[config.mk]
export PLATFORM = sky130hd
export DESIGN_NAME = joystick_axis_normalizer_flat
export DESIGN_NICKNAME = d
export VERILOG_FILES = /design/src/rtl/jnorm_pkg.sv /design/src/rtl/jnorm_if.sv /design/src/rtl/joystick_axis_normalizer.sv /design/src/rtl/jnorm_ctrl.sv /design/src/rtl/jnorm_dp.sv /design/src/flat_wrapper.sv
export SDC_FILE = /design/constraint.sdc
export NUM_CORES = 1
export LEC_CHECK = 0
export BUFFER_PORTS_ARGS = -buffer_cell sky130_fd_sc_hd__buf_2
export CORE_MARGIN = 4
export CORE_UTILIZATION = 57
export CTS_CLUSTER_SIZE = 40
export DETAILED_ROUTE_END_ITERATION = 8
export PLACE_DENSITY_LB_ADDON = 0.12
export SYNTH_ARGS = -nofsm -noshare
export SYNTH_HDL_FRONTEND = slang
export SYNTH_SLANG_ARGS = --single-unit
[constraint.sdc]
create_clock -name clk -period 5.6 [get_ports clk]
set_input_delay 1.12 -clock clk [delete_from_list [all_inputs] [get_ports clk]]
set_output_delay 1.12 -clock clk [all_outputs]
set_load 0.1 [all_outputs]
[src/rtl/jnorm_pkg.sv]
// shared constants, types and codes for the joystick axis normalizer
// no dependencies; every other file of the block depends on this package

package jnorm_pkg;

	localparam int ADC_BITS = 8;
	localparam int PCT_W    = 8;
	localparam int DZ_W     = 7;
	localparam int DIR_W    = 3;
	localparam int PCT_FULL = 100;

	// quotient never exceeds PCT_FULL, so seven bits cover it
	localparam int Q_BITS = 7;
	localparam int NUM_W  = ADC_BITS + Q_BITS;
	localparam int DSH_W  = ADC_BITS + Q_BITS - 1;
	localparam int CNT_W  = $clog2(Q_BITS);

	localparam logic [DZ_W-1:0] DZ_RESET = DZ_W'(10);

	localparam logic OP_CAL    = 1'b0;
	localparam logic OP_SAMPLE = 1'b1;

	localparam logic AXIS_X = 1'b0;
	localparam logic AXIS_Y = 1'b1;

	localparam logic [DIR_W-1:0] DIR_NEUTRAL = DIR_W'(0);
	localparam logic [DIR_W-1:0] DIR_LEFT    = DIR_W'(1);
	localparam logic [DIR_W-1:0] DIR_RIGHT   = DIR_W'(2);
	localparam logic [DIR_W-1:0] DIR_UP      = DIR_W'(3);
	localparam logic [DIR_W-1:0] DIR_DOWN    = DIR_W'(4);

	typedef struct packed {
		logic cal;
		logic smp;
		logic load;
		logic step;
		logic store;
		logic out_load;
		logic axis;
	} jnorm_cmd_t;

endpackage

[src/rtl/jnorm_if.sv]
// valid/ready channel interfaces for sample, result and configuration beats
// depends on jnorm_pkg for field widths

interface jnorm_in_if;
	logic                              valid;
	logic                              ready;
	logic                              operation;
	logic [jnorm_pkg::ADC_BITS-1:0]    raw_x;
	logic [jnorm_pkg::ADC_BITS-1:0]    raw_y;
	modport source (output valid, operation, raw_x, raw_y, input ready);
	modport sink (input valid, operation, raw_x, raw_y, output ready);
endinterface

interface jnorm_out_if;
	logic                              valid;
	logic                              ready;
	logic signed [jnorm_pkg::PCT_W-1:0] pos_x;
	logic signed [jnorm_pkg::PCT_W-1:0] pos_y;
	logic [jnorm_pkg::DIR_W-1:0]       direction;
	modport source (output valid, pos_x, pos_y, direction, input ready);
	modport sink (input valid, pos_x, pos_y, direction, output ready);
endinterface

interface jnorm_cfg_if;
	logic                              valid;
	logic                              ready;
	logic [jnorm_pkg::DZ_W-1:0]        deadzone;
	modport source (output valid, deadzone, input ready);
	modport sink (input valid, deadzone, output ready);
endinterface

[src/rtl/joystick_axis_normalizer.sv]
// a sample beat yields one result beat; a calibrate beat yields none
// one divider does 7 restoring steps per axis; input waits until a sample's result is loaded
// calibrate beats apply when taken; the result register frees the input while a result waits
// reset: arst_n clears centers and bounds to zero and deadzone to 10, no result pending
// top level: joins controller and datapath; depends on jnorm_pkg and jnorm_if

module joystick_axis_normalizer (
	input  logic        clk,
	input  logic        arst_n,
	jnorm_in_if.sink    sample,
	jnorm_out_if.source result,
	jnorm_cfg_if.sink   cfg
);
	import jnorm_pkg::*;

	jnorm_cmd_t cmd;

	assign cfg.ready = 1'b1;

	jnorm_ctrl u_ctrl (
		.clk       (clk),
		.arst_n    (arst_n),
		.in_valid  (sample.valid),
		.in_op     (sample.operation),
		.in_ready  (sample.ready),
		.out_ready (result.ready),
		.out_valid (result.valid),
		.cmd       (cmd)
	);

	jnorm_dp u_dp (
		.clk          (clk),
		.arst_n       (arst_n),
		.cmd          (cmd),
		.raw_x        (sample.raw_x),
		.raw_y        (sample.raw_y),
		.cfg_we       (cfg.valid),
		.cfg_deadzone (cfg.deadzone),
		.pos_x        (result.pos_x),
		.pos_y        (result.pos_y),
		.direction    (result.direction)
	);

	a_pos_range: assert property (@(posedge clk) disable iff (!arst_n)
		result.valid |-> (result.pos_x <= 8'sd100 && result.pos_x >= -8'sd100 &&
			result.pos_y <= 8'sd100 && result.pos_y >= -8'sd100))
		else $error("result position out of range");

	a_dir_code: assert property (@(posedge clk) disable iff (!arst_n)
		result.valid |-> (result.direction <= DIR_DOWN))
		else $error("direction code out of range");

	a_left_neg: assert property (@(posedge clk) disable iff (!arst_n)
		(result.valid && result.direction == DIR_LEFT) |-> result.pos_x[PCT_W-1])
		else $error("left reported with non-negative x");

	a_busy: assert property (@(posedge clk) disable iff (!arst_n)
		(sample.valid && sample.ready && sample.operation == OP_SAMPLE) |=> !sample.ready)
		else $error("new beat taken while a sample is in work");

endmodule

[src/rtl/jnorm_ctrl.sv]
// controller: sequences calibrate, bound update, two divisions and result hand-off
// depends on jnorm_pkg for the command struct and step count

module jnorm_ctrl (
	input  logic                  clk,
	input  logic                  arst_n,
	input  logic                  in_valid,
	input  logic                  in_op,
	output logic                  in_ready,
	input  logic                  out_ready,
	output logic                  out_valid,
	output jnorm_pkg::jnorm_cmd_t cmd
);
	import jnorm_pkg::*;

	localparam logic [2:0] S_IDLE  = 3'd0;
	localparam logic [2:0] S_LOAD  = 3'd1;
	localparam logic [2:0] S_DIV   = 3'd2;
	localparam logic [2:0] S_STORE = 3'd3;
	localparam logic [2:0] S_DONE  = 3'd4;

	logic [2:0]       state_q;
	logic [CNT_W-1:0] cnt_q;
	logic             axis_q;
	logic             out_valid_q;
	logic             accept;
	logic             out_free;

	assign in_ready  = (state_q == S_IDLE);
	assign accept    = in_valid & in_ready;
	assign out_free  = ~out_valid_q | out_ready;
	assign out_valid = out_valid_q;

	always_comb begin
		cmd          = '0;
		cmd.cal      = accept & (in_op == OP_CAL);
		cmd.smp      = accept & (in_op == OP_SAMPLE);
		cmd.load     = (state_q == S_LOAD);
		cmd.step     = (state_q == S_DIV);
		cmd.store    = (state_q == S_STORE);
		cmd.out_load = (state_q == S_DONE) & out_free;
		cmd.axis     = axis_q;
	end

	always_ff @(posedge clk or negedge arst_n) begin
		if (!arst_n) begin
			state_q <= S_IDLE;
			cnt_q   <= '0;
			axis_q  <= AXIS_X;
		end else begin
			unique case (state_q)
				S_IDLE: begin
					if (cmd.smp) begin
						state_q <= S_LOAD;
						axis_q  <= AXIS_X;
					end
				end
				S_LOAD: begin
					cnt_q   <= '0;
					state_q <= S_DIV;
				end
				S_DIV: begin
					cnt_q <= cnt_q + CNT_W'(1);
					if (cnt_q == CNT_W'(Q_BITS - 1)) begin
						state_q <= S_STORE;
					end
				end
				S_STORE: begin
					if (axis_q == AXIS_X) begin
						axis_q  <= AXIS_Y;
						state_q <= S_LOAD;
					end else begin
						state_q <= S_DONE;
					end
				end
				S_DONE: begin
					if (out_free) begin
						state_q <= S_IDLE;
					end
				end
				default: begin
					state_q <= S_IDLE;
				end
			endcase
		end
	end

	always_ff @(posedge clk or negedge arst_n) begin
		if (!arst_n) begin
			out_valid_q <= 1'b0;
		end else if (cmd.out_load) begin
			out_valid_q <= 1'b1;
		end else if (out_ready) begin
			out_valid_q <= 1'b0;
		end
	end

endmodule

[src/rtl/jnorm_dp.sv]
// datapath: calibration state, bounds, shared restoring divider, direction pick
// depends on jnorm_pkg; driven by commands from jnorm_ctrl

module jnorm_dp (
	input  logic                               clk,
	input  logic                               arst_n,
	input  jnorm_pkg::jnorm_cmd_t              cmd,
	input  logic [jnorm_pkg::ADC_BITS-1:0]     raw_x,
	input  logic [jnorm_pkg::ADC_BITS-1:0]     raw_y,
	input  logic                               cfg_we,
	input  logic [jnorm_pkg::DZ_W-1:0]         cfg_deadzone,
	output logic signed [jnorm_pkg::PCT_W-1:0] pos_x,
	output logic signed [jnorm_pkg::PCT_W-1:0] pos_y,
	output logic [jnorm_pkg::DIR_W-1:0]        direction
);
	import jnorm_pkg::*;

	logic [ADC_BITS-1:0] center_x_q, center_y_q;
	logic [ADC_BITS-1:0] low_x_q, high_x_q, low_y_q, high_y_q;
	logic [DZ_W-1:0]     dz_q;
	logic [ADC_BITS-1:0] rx_q, ry_q;

	logic [NUM_W-1:0]    rem_q;
	logic [DSH_W-1:0]    dsh_q;
	logic [Q_BITS-1:0]   q_q;
	logic                neg_q;
	logic                zero_q;

	logic signed [PCT_W-1:0] pos_x_q, pos_y_q;
	logic signed [PCT_W-1:0] out_x_q, out_y_q;
	logic [DIR_W-1:0]        out_dir_q;

	// axis operands for the division setup
	logic [ADC_BITS-1:0] r, c, l, h;
	logic                hi_side;
	logic [ADC_BITS-1:0] offs, span;
	logic                span_zero;
	logic [NUM_W-1:0]    num;

	logic                ge;
	logic [Q_BITS-1:0]   qc;
	logic [PCT_W-1:0]    mag;
	logic signed [PCT_W-1:0] res;

	logic signed [PCT_W:0] px9, py9, dz9;
	logic [DIR_W-1:0]      dir;

	always_comb begin
		if (cmd.axis == AXIS_X) begin
			r = rx_q;
			c = center_x_q;
			l = low_x_q;
			h = high_x_q;
		end else begin
			r = ry_q;
			c = center_y_q;
			l = low_y_q;
			h = high_y_q;
		end
		hi_side   = (r >= c);
		offs      = hi_side ? (r - c) : (c - r);
		span      = hi_side ? (h - c) : (c - l);
		span_zero = hi_side ? (h <= c) : (l >= c);
		num       = NUM_W'(offs) * NUM_W'(PCT_FULL);
	end

	assign ge = (rem_q >= NUM_W'(dsh_q));

	always_comb begin
		qc  = (q_q > Q_BITS'(PCT_FULL)) ? Q_BITS'(PCT_FULL) : q_q;
		mag = PCT_W'(qc);
		if (zero_q) begin
			res = '0;
		end else if (neg_q) begin
			res = -signed'(mag);
		end else begin
			res = signed'(mag);
		end
	end

	// x is checked before y
	always_comb begin
		px9 = {pos_x_q[PCT_W-1], pos_x_q};
		py9 = {pos_y_q[PCT_W-1], pos_y_q};
		dz9 = signed'({2'b00, dz_q});
		priority if (px9 < -dz9) begin
			dir = DIR_LEFT;
		end else if (px9 > dz9) begin
			dir = DIR_RIGHT;
		end else if (py9 > dz9) begin
			dir = DIR_UP;
		end else if (py9 < -dz9) begin
			dir = DIR_DOWN;
		end else begin
			dir = DIR_NEUTRAL;
		end
	end

	always_ff @(posedge clk or negedge arst_n) begin
		if (!arst_n) begin
			dz_q <= DZ_RESET;
		end else if (cfg_we) begin
			dz_q <= cfg_deadzone;
		end
	end

	always_ff @(posedge clk or negedge arst_n) begin
		if (!arst_n) begin
			center_x_q <= '0;
			center_y_q <= '0;
			low_x_q    <= '0;
			high_x_q   <= '0;
			low_y_q    <= '0;
			high_y_q   <= '0;
		end else if (cmd.cal) begin
			center_x_q <= raw_x;
			center_y_q <= raw_y;
			low_x_q    <= raw_x;
			high_x_q   <= raw_x;
			low_y_q    <= raw_y;
			high_y_q   <= raw_y;
		end else if (cmd.smp) begin
			if (raw_x < low_x_q) begin
				low_x_q <= raw_x;
			end
			if (raw_x > high_x_q) begin
				high_x_q <= raw_x;
			end
			if (raw_y < low_y_q) begin
				low_y_q <= raw_y;
			end
			if (raw_y > high_y_q) begin
				high_y_q <= raw_y;
			end
		end
	end

	always_ff @(posedge clk) begin
		if (cmd.smp) begin
			rx_q <= raw_x;
			ry_q <= raw_y;
		end
		if (cmd.load) begin
			rem_q  <= num;
			dsh_q  <= DSH_W'(span) << (Q_BITS - 1);
			q_q    <= '0;
			neg_q  <= ~hi_side;
			zero_q <= span_zero;
		end else if (cmd.step) begin
			if (ge) begin
				rem_q <= rem_q - NUM_W'(dsh_q);
			end
			q_q   <= {q_q[Q_BITS-2:0], ge};
			dsh_q <= dsh_q >> 1;
		end
		if (cmd.store) begin
			if (cmd.axis == AXIS_X) begin
				pos_x_q <= res;
			end else begin
				pos_y_q <= res;
			end
		end
		if (cmd.out_load) begin
			out_x_q   <= pos_x_q;
			out_y_q   <= pos_y_q;
			out_dir_q <= dir;
		end
	end

	assign pos_x     = out_x_q;
	assign pos_y     = out_y_q;
	assign direction = out_dir_q;

endmodule

[src/flat_wrapper.sv]
// flat-port wrapper written by rule: the top's interface ports become plain ports
module joystick_axis_normalizer_flat import jnorm_pkg::*;
  (clk, arst_n, sample_valid, sample_operation, sample_raw_x, sample_raw_y, sample_ready, result_valid, result_pos_x, result_pos_y, result_direction, result_ready, cfg_valid, cfg_deadzone, cfg_ready);
  jnorm_in_if sample_i ();
  jnorm_out_if result_i ();
  jnorm_cfg_if cfg_i ();
  input  logic clk;
  input  logic arst_n;
  input wire logic [$bits(sample_i.valid)-1:0] sample_valid;
  input wire logic [$bits(sample_i.operation)-1:0] sample_operation;
  input wire logic [$bits(sample_i.raw_x)-1:0] sample_raw_x;
  input wire logic [$bits(sample_i.raw_y)-1:0] sample_raw_y;
  output wire logic [$bits(sample_i.ready)-1:0] sample_ready;
  output wire logic [$bits(result_i.valid)-1:0] result_valid;
  output wire logic [$bits(result_i.pos_x)-1:0] result_pos_x;
  output wire logic [$bits(result_i.pos_y)-1:0] result_pos_y;
  output wire logic [$bits(result_i.direction)-1:0] result_direction;
  input wire logic [$bits(result_i.ready)-1:0] result_ready;
  input wire logic [$bits(cfg_i.valid)-1:0] cfg_valid;
  input wire logic [$bits(cfg_i.deadzone)-1:0] cfg_deadzone;
  output wire logic [$bits(cfg_i.ready)-1:0] cfg_ready;
  assign sample_i.valid = sample_valid;
  assign sample_i.operation = sample_operation;
  assign sample_i.raw_x = sample_raw_x;
  assign sample_i.raw_y = sample_raw_y;
  assign sample_ready = sample_i.ready;
  assign result_valid = result_i.valid;
  assign result_pos_x = result_i.pos_x;
  assign result_pos_y = result_i.pos_y;
  assign result_direction = result_i.direction;
  assign result_i.ready = result_ready;
  assign cfg_i.valid = cfg_valid;
  assign cfg_i.deadzone = cfg_deadzone;
  assign cfg_ready = cfg_i.ready;
  joystick_axis_normalizer u_core (.clk(clk), .arst_n(arst_n), .sample(sample_i), .result(result_i), .cfg(cfg_i));
endmodule
# Word level (Yosys, flattened, before mapping)
# Cells that the tools add are included.
# Widths: inputs -> output; s select.
[op_classes]
addsub = 8
n_mul = 1
n_lt_le_gt_ge = 13
n_eq_ne = 8
mux = 40
bitwise_logic = 9
reduce_logical = 21
[ops]
columns = ["cell", "count"]
rows = [
  ["$mux 8", 20],
  ["$mux 15", 3],
  ["$gt 8x8->1", 4],
  ["$sub 8x8->8", 4],
  ["$mux 14", 2],
  ["$lt 8x9->1", 2],
  ["$reduce_and 2->1", 9],
  ["$reduce_bool 2->1", 9],
  ["$ge 8x8->1", 2],
  ["$lt 8x8->1", 2],
  ["$ge 15x14->1", 1],
  ["$mux 3", 5],
  ["$pmux 3 s5", 1],
  ["$sub 15x14->15", 1],
  ["$mul 8x5->13 const B", 1],
  ["$neg 7->9", 1],
  ["$le 8x8->1", 1],
  ["$neg 7->8", 1],
  ["$gt 7x7->1 const B", 1],
  ["$mux 7", 1],
  ["$eq 3x2->1 const B", 2],
  ["$eq 3x3->1 const B", 2],
  ["$pmux 3 s2", 1],
  ["$and 1x1->1", 4],
  ["other kinds (12)", 20],
]
[word_totals]
register_bits = 152
in_bits = 29
out_inout_bits = 22
word_cells = 126

# Longest topological paths before layout
# Gate-level depths: netlist of the first run.
[logic_depth]
ltp_word = 5
mapped_depth = 25
ltp_nobuf = 22

# Modules after synthesis
# A second synthesis of the first run with hierarchy kept.
[hier_totals]
cells_unflattened = 1100
hier_area_um2 = 10966.8
[by_module_without_submodules]
columns = ["module", "instances", "cells_each", "area_per_inst_um2", "seq_area_each_um2"]
rows = [
  ["jnorm_dp", 1, 1054, 10471.3, 3901.2],
  ["jnorm_ctrl", 1, 44, 484.2, 200.2],
  ["joystick_axis_normalizer", 1, 2, 11.3, 0.0],
]

# Least setup slack after synthesis of the first run
# No wires, ideal clock.
[synth_timing]
kind = "register to register"
start = "reg u_core.u_ctrl.axis_q"
end = "reg u_core.u_dp.rem_q[14], data pin"
setup_time_ns = 0.268
t_arrival_ns = 5.593
required_time_ns = 5.332
slack_ns = -0.260
stages_incl_launch_ff = 23
n_path_buf = 4
path_cell_list = "dfrtp_1 > clkbuf_1 > buf_1 > mux2i_1 > ha_1 > nand4_1 > a31oi_2 > a211oi_4 > buf_2 > buf_4 > mux2_2 > ha_1 > ha_1 > inv_1 > fa_1 > inv_1 > ha_1 > a21o_1 > a21oi_1 > o21ai_0 > o41ai_1 > xor2_1 > o22ai_1"
[synth_between]
elab_chain_len = 5
[synth_lines]
columns = ["element", "line_no", "text"]
rows = [
  ["start: declaration", "jnorm_ctrl.sv:24", "logic axis_q;"],
  ["start signal: assignment", "jnorm_ctrl.sv:49", "axis_q <= AXIS_X;"],
  ["start signal: assignment", "jnorm_ctrl.sv:55", "axis_q <= AXIS_X;"],
  ["start signal: assignment", "jnorm_ctrl.sv:70", "axis_q <= AXIS_Y;"],
  ["$mux 8", "jnorm_dp.sv:49", "if (cmd.axis == AXIS_X) begin"],
  ["$sub 8x8->8 / $ge 8x8->1 (equally long branches)", "jnorm_dp.sv:61, jnorm_dp.sv:60", ""],
  ["$mux 8 (*)", "jnorm_dp.sv:61", "offs = hi_side ? (r - c) : (c - r);"],
  ["$mul 8x5->13 (*)", "jnorm_dp.sv:64", "num = NUM_W'(offs) * NUM_W'(PCT_FULL);"],
  ["$mux 15 (*)", "jnorm_dp.sv:143", "if (cmd.load) begin"],
  ["end signal: assignment", "jnorm_dp.sv:144", "rem_q <= num;"],
  ["end signal: assignment", "jnorm_dp.sv:151", "rem_q <= rem_q - NUM_W'(dsh_q);"],
  ["end: declaration", "jnorm_dp.sv:23", "logic [NUM_W-1:0] rem_q;"],
]
# Every way passes the cells marked *; elsewhere a longest branch is shown, timed or not.
# A chain may end at the register's enable or synchronous reset.

# Final worst setup path of the first run
# Ends and elaborated chain as after synthesis.

==> results of run 1 <==
cells in the mapped netlist (4+ instances only):
cell	count
and3_1	4
a31oi_1	6
nor2_1	45
xor2_1	18
nor3_1	19
edfxtp_1	74
ha_1	137
o31a_1	9
a21o_1	20
xnor2_1	18
dfrtp_1	61
or3_1	10
o211ai_1	11
o21ai_0	58
buf_1	4
and2_1	6
mux2i_1	28
clkbuf_1	20
nand3_1	22
fa_1	8
o21a_1	27
a211oi_1	5
buf_2	10
a211o_1	4
inv_1	96
dfxtp_1	15
o31ai_1	5
mux2_2	41
a22o_1	4
nor2b_1	21
a22oi_1	16
o22ai_1	17
a21oi_1	60
nand2b_1	13
nand2_1	86
nand4_1	26
cells in the final DEF, fill, tap and decap left out, types with 27 or more instances in the layout:
cell type,synthesis,final
o21a_1,27,27
ha_1,137,133
mux2_2,41,41
buf_2,10,49
inv_1,96,96
edfxtp_1,74,74
dfrtp_1,61,60
a21oi_1,60,59
nor2_1,45,44
nand2_1,86,86
o21ai_0,58,57
per-stage QoR:
stage,setup slack (ps),hold WS [ps],TNS [ps]
6_report,213,456,0
5_1_grt,-53.8,467,-53.8
4_1_cts,6.63,459,0
3_5_place_dp,32.0,443,0
3_3_place_gp,201,440,0
2_1_floorplan,0.608,426,0
cell families (layout without fill, tap and decap cells):
group           after synthesis  in the layout
xor+xnor                     36             36
mux                          69             69
buf+inv                     134            202
fa+ha+maj                   145            145
other cells                   1              1
simple gates                268            268
flops                       152            152
compound gates              270            270
sequential cells by signal, indices dropped and copies added (netlist names), 8 cells and up:
name and cells:
u_core.u_dp.center_x_q 8, u_core.u_dp.center_y_q 8, u_core.u_dp.dsh_q 14, u_core.u_dp.high_x_q 8, u_core.u_dp.high_y_q 8, u_core.u_dp.low_x_q 8
u_core.u_dp.low_y_q 8, u_core.u_dp.pos_x 8, u_core.u_dp.pos_x_q 8, u_core.u_dp.pos_y 8, u_core.u_dp.pos_y_q 8, u_core.u_dp.rem_q 15
u_core.u_dp.rx_q 8, u_core.u_dp.ry_q 8
layer usage:
| metal | share of wire [%] | GRT usage (%) | vias up |
|---|---|---|---|
| met5 | 0 | 0 | - |
| met4 | 1.6 | 6.75 | 0 |
| met3 | 4.5 | 3.65 | 31 |
| met2 | 48 | 38.1 | 217 |
| met1 | 46 | 33.1 | 3905 |
| li1 | - | - | 4043 |
area by class of cell:
class                   count  area share, %
repair buffers             74           3.92
inverters                  96           3.00
flip-flops and latches    152           34.1
well taps                 229           2.38
clock buffers              17           3.54
clock inverters            15           1.49
multi-input cells         789           51.5
final timing paths:
path	endpoint
max in group asynchronous	u_core.u_ctrl.axis_q
max	u_core.u_dp.rem_q[14]
max reg2reg	u_core.u_dp.rem_q[14]
min in group asynchronous	u_core.u_dp.dz_q[5]
min	u_core.u_dp.pos_y[0]
min reg2reg	u_core.u_dp.pos_y[0]
what timing repair did:
action	4_1_cts	5_1_grt
cloned	0	1
endpoints found under the setup margin	1	4
buffers inserted	0	8
pin swaps	0	8
resized for setup	1	23
==> summary.txt, run 1 <==
Clock network
  • Post-CTS Hold Buffers: 0
  • Num CTS Buffers: 17
  • Clock sink count: 152
  • CTS tree: built
  • Max Buffers Root-to-Sink: 2
  • Clock Pin Slew Worst Setup and Hold Paths: about 70 ps
  • Root Driver: clkbuf_16
  • H-tree levels: 4
  • Clk_lat worst skew: ~430 ps

Setup path
  • R2R setup slack: 210 ps
  • Worst Path Required: about 5700 ps
  • Crit path depth: 21
  • Worst Setup Start Kind: flip-flop
  • Most numerous cell on the critical path: ha_1
  • Critical path fanouts, max: 11
  • Worst R2R Start: u_core.u_ctrl.axis_q
  • Crit path capture type: flip-flop
  • Worst Reg-to-Reg Cells: 21
  • Crit path kind: reg2reg
  • Worst setup path start: u_core.u_ctrl.axis_q
  • Arrival time worst endpoint: 5530 ps
  • CP max stage delay: 530 ps
  • Crit path max-delay family: adder cells
  • CP Cell Sequence: buf_12 -> mux2i_2 -> inv_1 -> ha_1 -> a21oi_2 -> nand2_2 -> a211oi_4 -> mux2i_2 -> buf_4 -> xor2_1 -> ha_1 -> ha_1 -> inv_1 -> fa_1 -> inv_1 -> ha_1 -> a21oi_2 -> o21ai_1 -> o41ai_2 -> xor2_1 -> o22ai_1
  • Bufs and invs on worst path: 5
  • Crit-path slowest cell: fa_1

Placement
  • Placed Area: 11200 um2
  • Port bufs: between 40 and 50
  • Gpl congestion: between 0.8 and 0.9
  • Post-DP HPWL: approximately 18 mm
  • Cells after DPL: 1331

Drt
  • Drt pass-1 iters: 5
  • Total wire length: around 25 mm
  • Vias: approximately 8k
  • Vias per cell: 5.97
  • Average wire per standard cell: around 18 um
  • ANT nets after route: 0
  • Post-route DRC: 0
  • Drt initial violations: 630

Final layout
  • Synthesis-to-layout area growth: 12.4%
  • Area of the multi-input gates: between 6000 and 7000 um2
  • Layout cells sized above 1: 15.9%
  • Final Cell Area: 12000 um2
  • Fin util: 66.0%
  • Layout Nets: 1304
  • Diode count: 0
  • Fin cells: 1372
  • Flip-flop and latch area: 4100 um2
  • # fillers: 1444

Global routing
  • Antenna violations before repair: 0
  • First-pass GRT wire length: just over 40 mm
  • Largest net degree at the start of global routing: 35
  • All-Layer GR Usage: 23.5%
  • Vias in the first global route: 7849
  • Total grt overflow: 0

Worst hold path
  • Hold depth: 0
  • Worst Hold Launch: u_core.u_dp.pos_y_q[0]
  • Tightest Hold Check Type: reg2reg

Synthesis
  • Post-synth ARST share: 41.4%
  • Yosys top cell area share: between 20% and 30%
  • Warnings from Yosys: 0
  • Post-Synth Simple-Gate Area: between 10% and 20%
  • Mux contribution to synthesized area: ~7%
  • Mapped Nets: 1249
  • Syn Area/Cell: 9.95 um2
  • Post-synth EDFFs: 74
  • Post-Syn Area: 10700 um2
  • Synth Instances: 1075
  • Adder-cell share of the synthesized area: between 15 and 20%
  • Register bit total from synthesis: 152
  • Main combinational cell family by area after synthesis: adder cells
  • Top post-synthesis cells by area: edfxtp_1 (21%), ha_1 (16%), dfrtp_1 (14%), mux2_2 (4.3%), inv_1 (3.4%)
  • Synth Area in XOR/XNOR: between 2 and 3%
  • Post-synthesis compound-gate area fraction: 16.9%
  • Leading area contributor after synthesis: edfxtp_1
  • Seq/Total Area, Yosys: 38.3%
  • Top FF cell, synth: edfxtp_1
  • Post-synthesis cell type count: between 70 and 80

STA
  • Slew @ Worst Pin: 982 ps
  • Final setup violating endpoints: 0
  • Minimum clock period: 5390 ps
  • Endpoints failing hold: 0
  • Max transition margin: 34.5%
  • Fin. max-slew vios: 0
  • Crit share post-route: between 90% and 100%
  • Skew final: around 8 ps
  • Top achievable clock speed: ~190 MHz

Run
  • Max_cap viols: 0

Outcome
  • Status: finished, final reports clean

Floorplanning
  • Height of the chip: 145 um
  • Ports: 51
  • Initial core utilization: 58.7%
  • Row count: 49
  • Die ar.: roughly 21000 um2
  • Core area: 18200 um2
  • DIE WIDTH: 145 um
Power of run 1 is not shown: default switching activity piles up to over one toggle a cycle in this logic, so the estimate is an artifact.
==> inputs of run 2 (changes only) <==
PLACE_DENSITY = 0.77   (was default)
PLACE_DENSITY_LB_ADDON = default   (was 0.12)
==> run 2 against run 1 <==
Clock skew grew 4.6 ps. Clock-buffer cell count grew 1. Register-to-register slack is essentially flat. First-iteration DRC count grew 13%. Worst setup slack lost 13 ps. Fmax shrank 0.25%. Critical path depth grew 2. Sequential share of layout area grew 0.47 points. Critical endpoint unchanged. Highest routed layer unchanged.
==> summary.txt, run 2 (same netlist as run 1, synthesis figures left out) <==
Outcome
  • Status: finished, final reports clean

Setup path
  • Crit path capture type: flip-flop
  • Worst Setup Start Kind: flip-flop
  • Critical path fanouts, max: 5
  • Worst Path Required: 5750 ps
  • Arrival time worst endpoint: 5550 ps
  • Worst Reg-to-Reg Cells: 23
  • Crit path kind: reg2reg
  • Worst R2R Start: u_core.u_ctrl.axis_q
  • RR Endpoint: u_core.u_dp.rem_q[14]
  • R2R setup slack: 200 ps

STA
  • Crit share post-route: 96.4%
  • Max transition margin: between 30% and 40%
  • Fin. max-slew vios: 0
  • Top achievable clock speed: approximately 190 MHz
  • Slew @ Worst Pin: 994 ps
  • Final setup violating endpoints: 0
  • RSZ-0062 raised after global routing: yes
  • Skew final: 12.6 ps
  • Endpoints failing hold: 0
  • Minimum clock period: about 5400 ps
  • Final hold slack: 461 ps

Drt
  • Drt pass-1 iters: 5
  • Total wire length: 24.6 mm
  • Drt initial violations: 710
  • Vias: 8302
  • Average wire per standard cell: 18.0 um
  • Post-route DRC: 0
  • ANT nets after route: 0
  • Vias per cell: 6.09

Global routing
  • Vias in the first global route: 8003
  • Antenna violations before repair: 0
  • Largest net degree at the start of global routing: 64
  • First-pass GRT wire length: 40.1 mm
  • All-Layer GR Usage: 23.2%
  • Total grt overflow: 0

Floorplanning
  • Height of the chip: 145 um
  • Core area: about 18000 um2
  • Initial core utilization: 58.7%
  • Die ar.: roughly 21000 um2
  • Ports: slightly above 50
  • Row count: 49
  • DIE WIDTH: around 140 um

Clock network
  • Root Driver: clkbuf_16
  • Num CTS Buffers: 17
  • H-tree levels: 4
  • Clock Pin Slew Worst Setup and Hold Paths: around 60 ps
  • Clk_lat worst skew: ~440 ps
  • CTS tree: built
  • Clock sink count: between 150 and 200
  • Post-CTS Hold Buffers: 0
  • Max Buffers Root-to-Sink: 2

Final layout
  • Most common library cell in the layout ignoring fill and taps: ha_1
  • Fin cells: 1363
  • Most frequent cells in the layout: ha_1 (137), inv_1 (96), nand2_1 (86)
  • Layout cells sized above 1: 14.4%
  • Biggest register: u_core.u_dp.rem_q
  • Largest register FFs: 15
  • Synthesis-to-layout area growth: 10.9%
  • # fillers: 1438
  • Layout Nets: between 1k and 1.5k
  • Top flop regs: u_core.u_dp.rem_q: 15 flops, u_core.u_dp.dsh_q: 14 flops
  • Diode count: 0

Worst hold path
  • Worst Hold Launch: u_core.u_dp.rem_q[0]
  • Min-Delay Endpoint: u_core.u_dp.rem_q[0]
  • Hold depth: 2
  • Tightest Hold Check Type: reg2reg

Placement
  • Port bufs: 49
  • Gpl congestion: 0.909
  • Post-DP HPWL: 18.3 mm
  • Cells after DPL: 1330

Run
  • Max_cap viols: 0
-- run 2: cell types whose count changed in the layout (fill, tap and decap cells not counted), sizes merged --
| cell | previous run | this run |
|---|---|---|
| buf | 72 | 65 |
| inv | 103 | 100 |
| bufinv | 0 | 2 |
| clkinv | 8 | 7 |
| clkinvlp | 0 | 1 |
| dlymetal6s2s | 1 | 0 |
-- run 2: routing by layer --
metal | routed length, um | track usage (%) | up-vias
met4 | 387 | 7.22 | 0
met1 | 10800 | 31.0 | 4003
met3 | 1280 | 3.09 | 36
met5 | 0 | 0 | -
met2 | 12100 | 39.4 | 243
li1 | - | - | 4020
-- run 2: worst max-delay path by stage --
stage,start,end,slack [ps],cells past startpoint
2_1_floorplan,u_core.u_ctrl.axis_q,u_core.u_dp.rem_q[14],0.6,23
3_3_place_gp,u_core.u_ctrl.axis_q,u_core.u_dp.rem_q[14],300,20
3_5_place_dp,u_core.u_ctrl.axis_q,u_core.u_dp.rem_q[14],120,21
4_1_cts,u_core.u_ctrl.axis_q,u_core.u_dp.rem_q[14],80,21
5_1_grt,u_core.u_ctrl.axis_q,u_core.u_dp.rem_q[14],-80,23
6_report,u_core.u_ctrl.axis_q,u_core.u_dp.rem_q[14],200,23
-- run 2: area by class of cell --
cell class | count | area (um2) | area share (%)
clock buffer | 18 | 429 | 3.62
inverter | 96 | 360 | 3.04
clock inverter | 14 | 169 | 1.42
timing repair buffer | 65 | 378 | 3.19
tap | 229 | 287 | 2.42
multi-input combinational | 789 | 6130 | 51.7
sequential | 152 | 4100 | 34.6
-- run 2: critical path, stage by stage, from the launching register on --
cell      delay, ps
dfrtp_2         470
mux2i_1         190
inv_1           110
ha_1            150
inv_1            60
fa_1            410
nand3_1         180
a31oi_2         120
a211oi_4        280
buf_4           180
mux2i_2         270
xnor2_1         170
ha_1            270
ha_1            280
inv_1            50
fa_1            490
inv_1            40
ha_1            320
a21o_1          200
a21oi_2         160
o21ai_0         160
o41ai_2         260
xor2_1          190
o22ai_1         100
-- run 2: stage by stage --
step           worst slack (ps)  TNS, ps  instance area, um2  util [%]
2_1_floorplan             0.608        0               10700         -
3_3_place_gp                301        0               11200      61.4
3_5_place_dp                119        0               11200      61.4
4_1_cts                    75.4        0               11800      64.7
5_1_grt                   -75.4    -79.7               11900      65.1
6_report                    199        0               11900      65.1
-- run 2: repair_timing --
item / 4_1_cts / 5_1_grt
buffers inserted: 0 / 1
endpoints found under the setup margin: 0 / 4
gates resized for setup: 0 / 12
Power of run 2 is left out for the same reason.
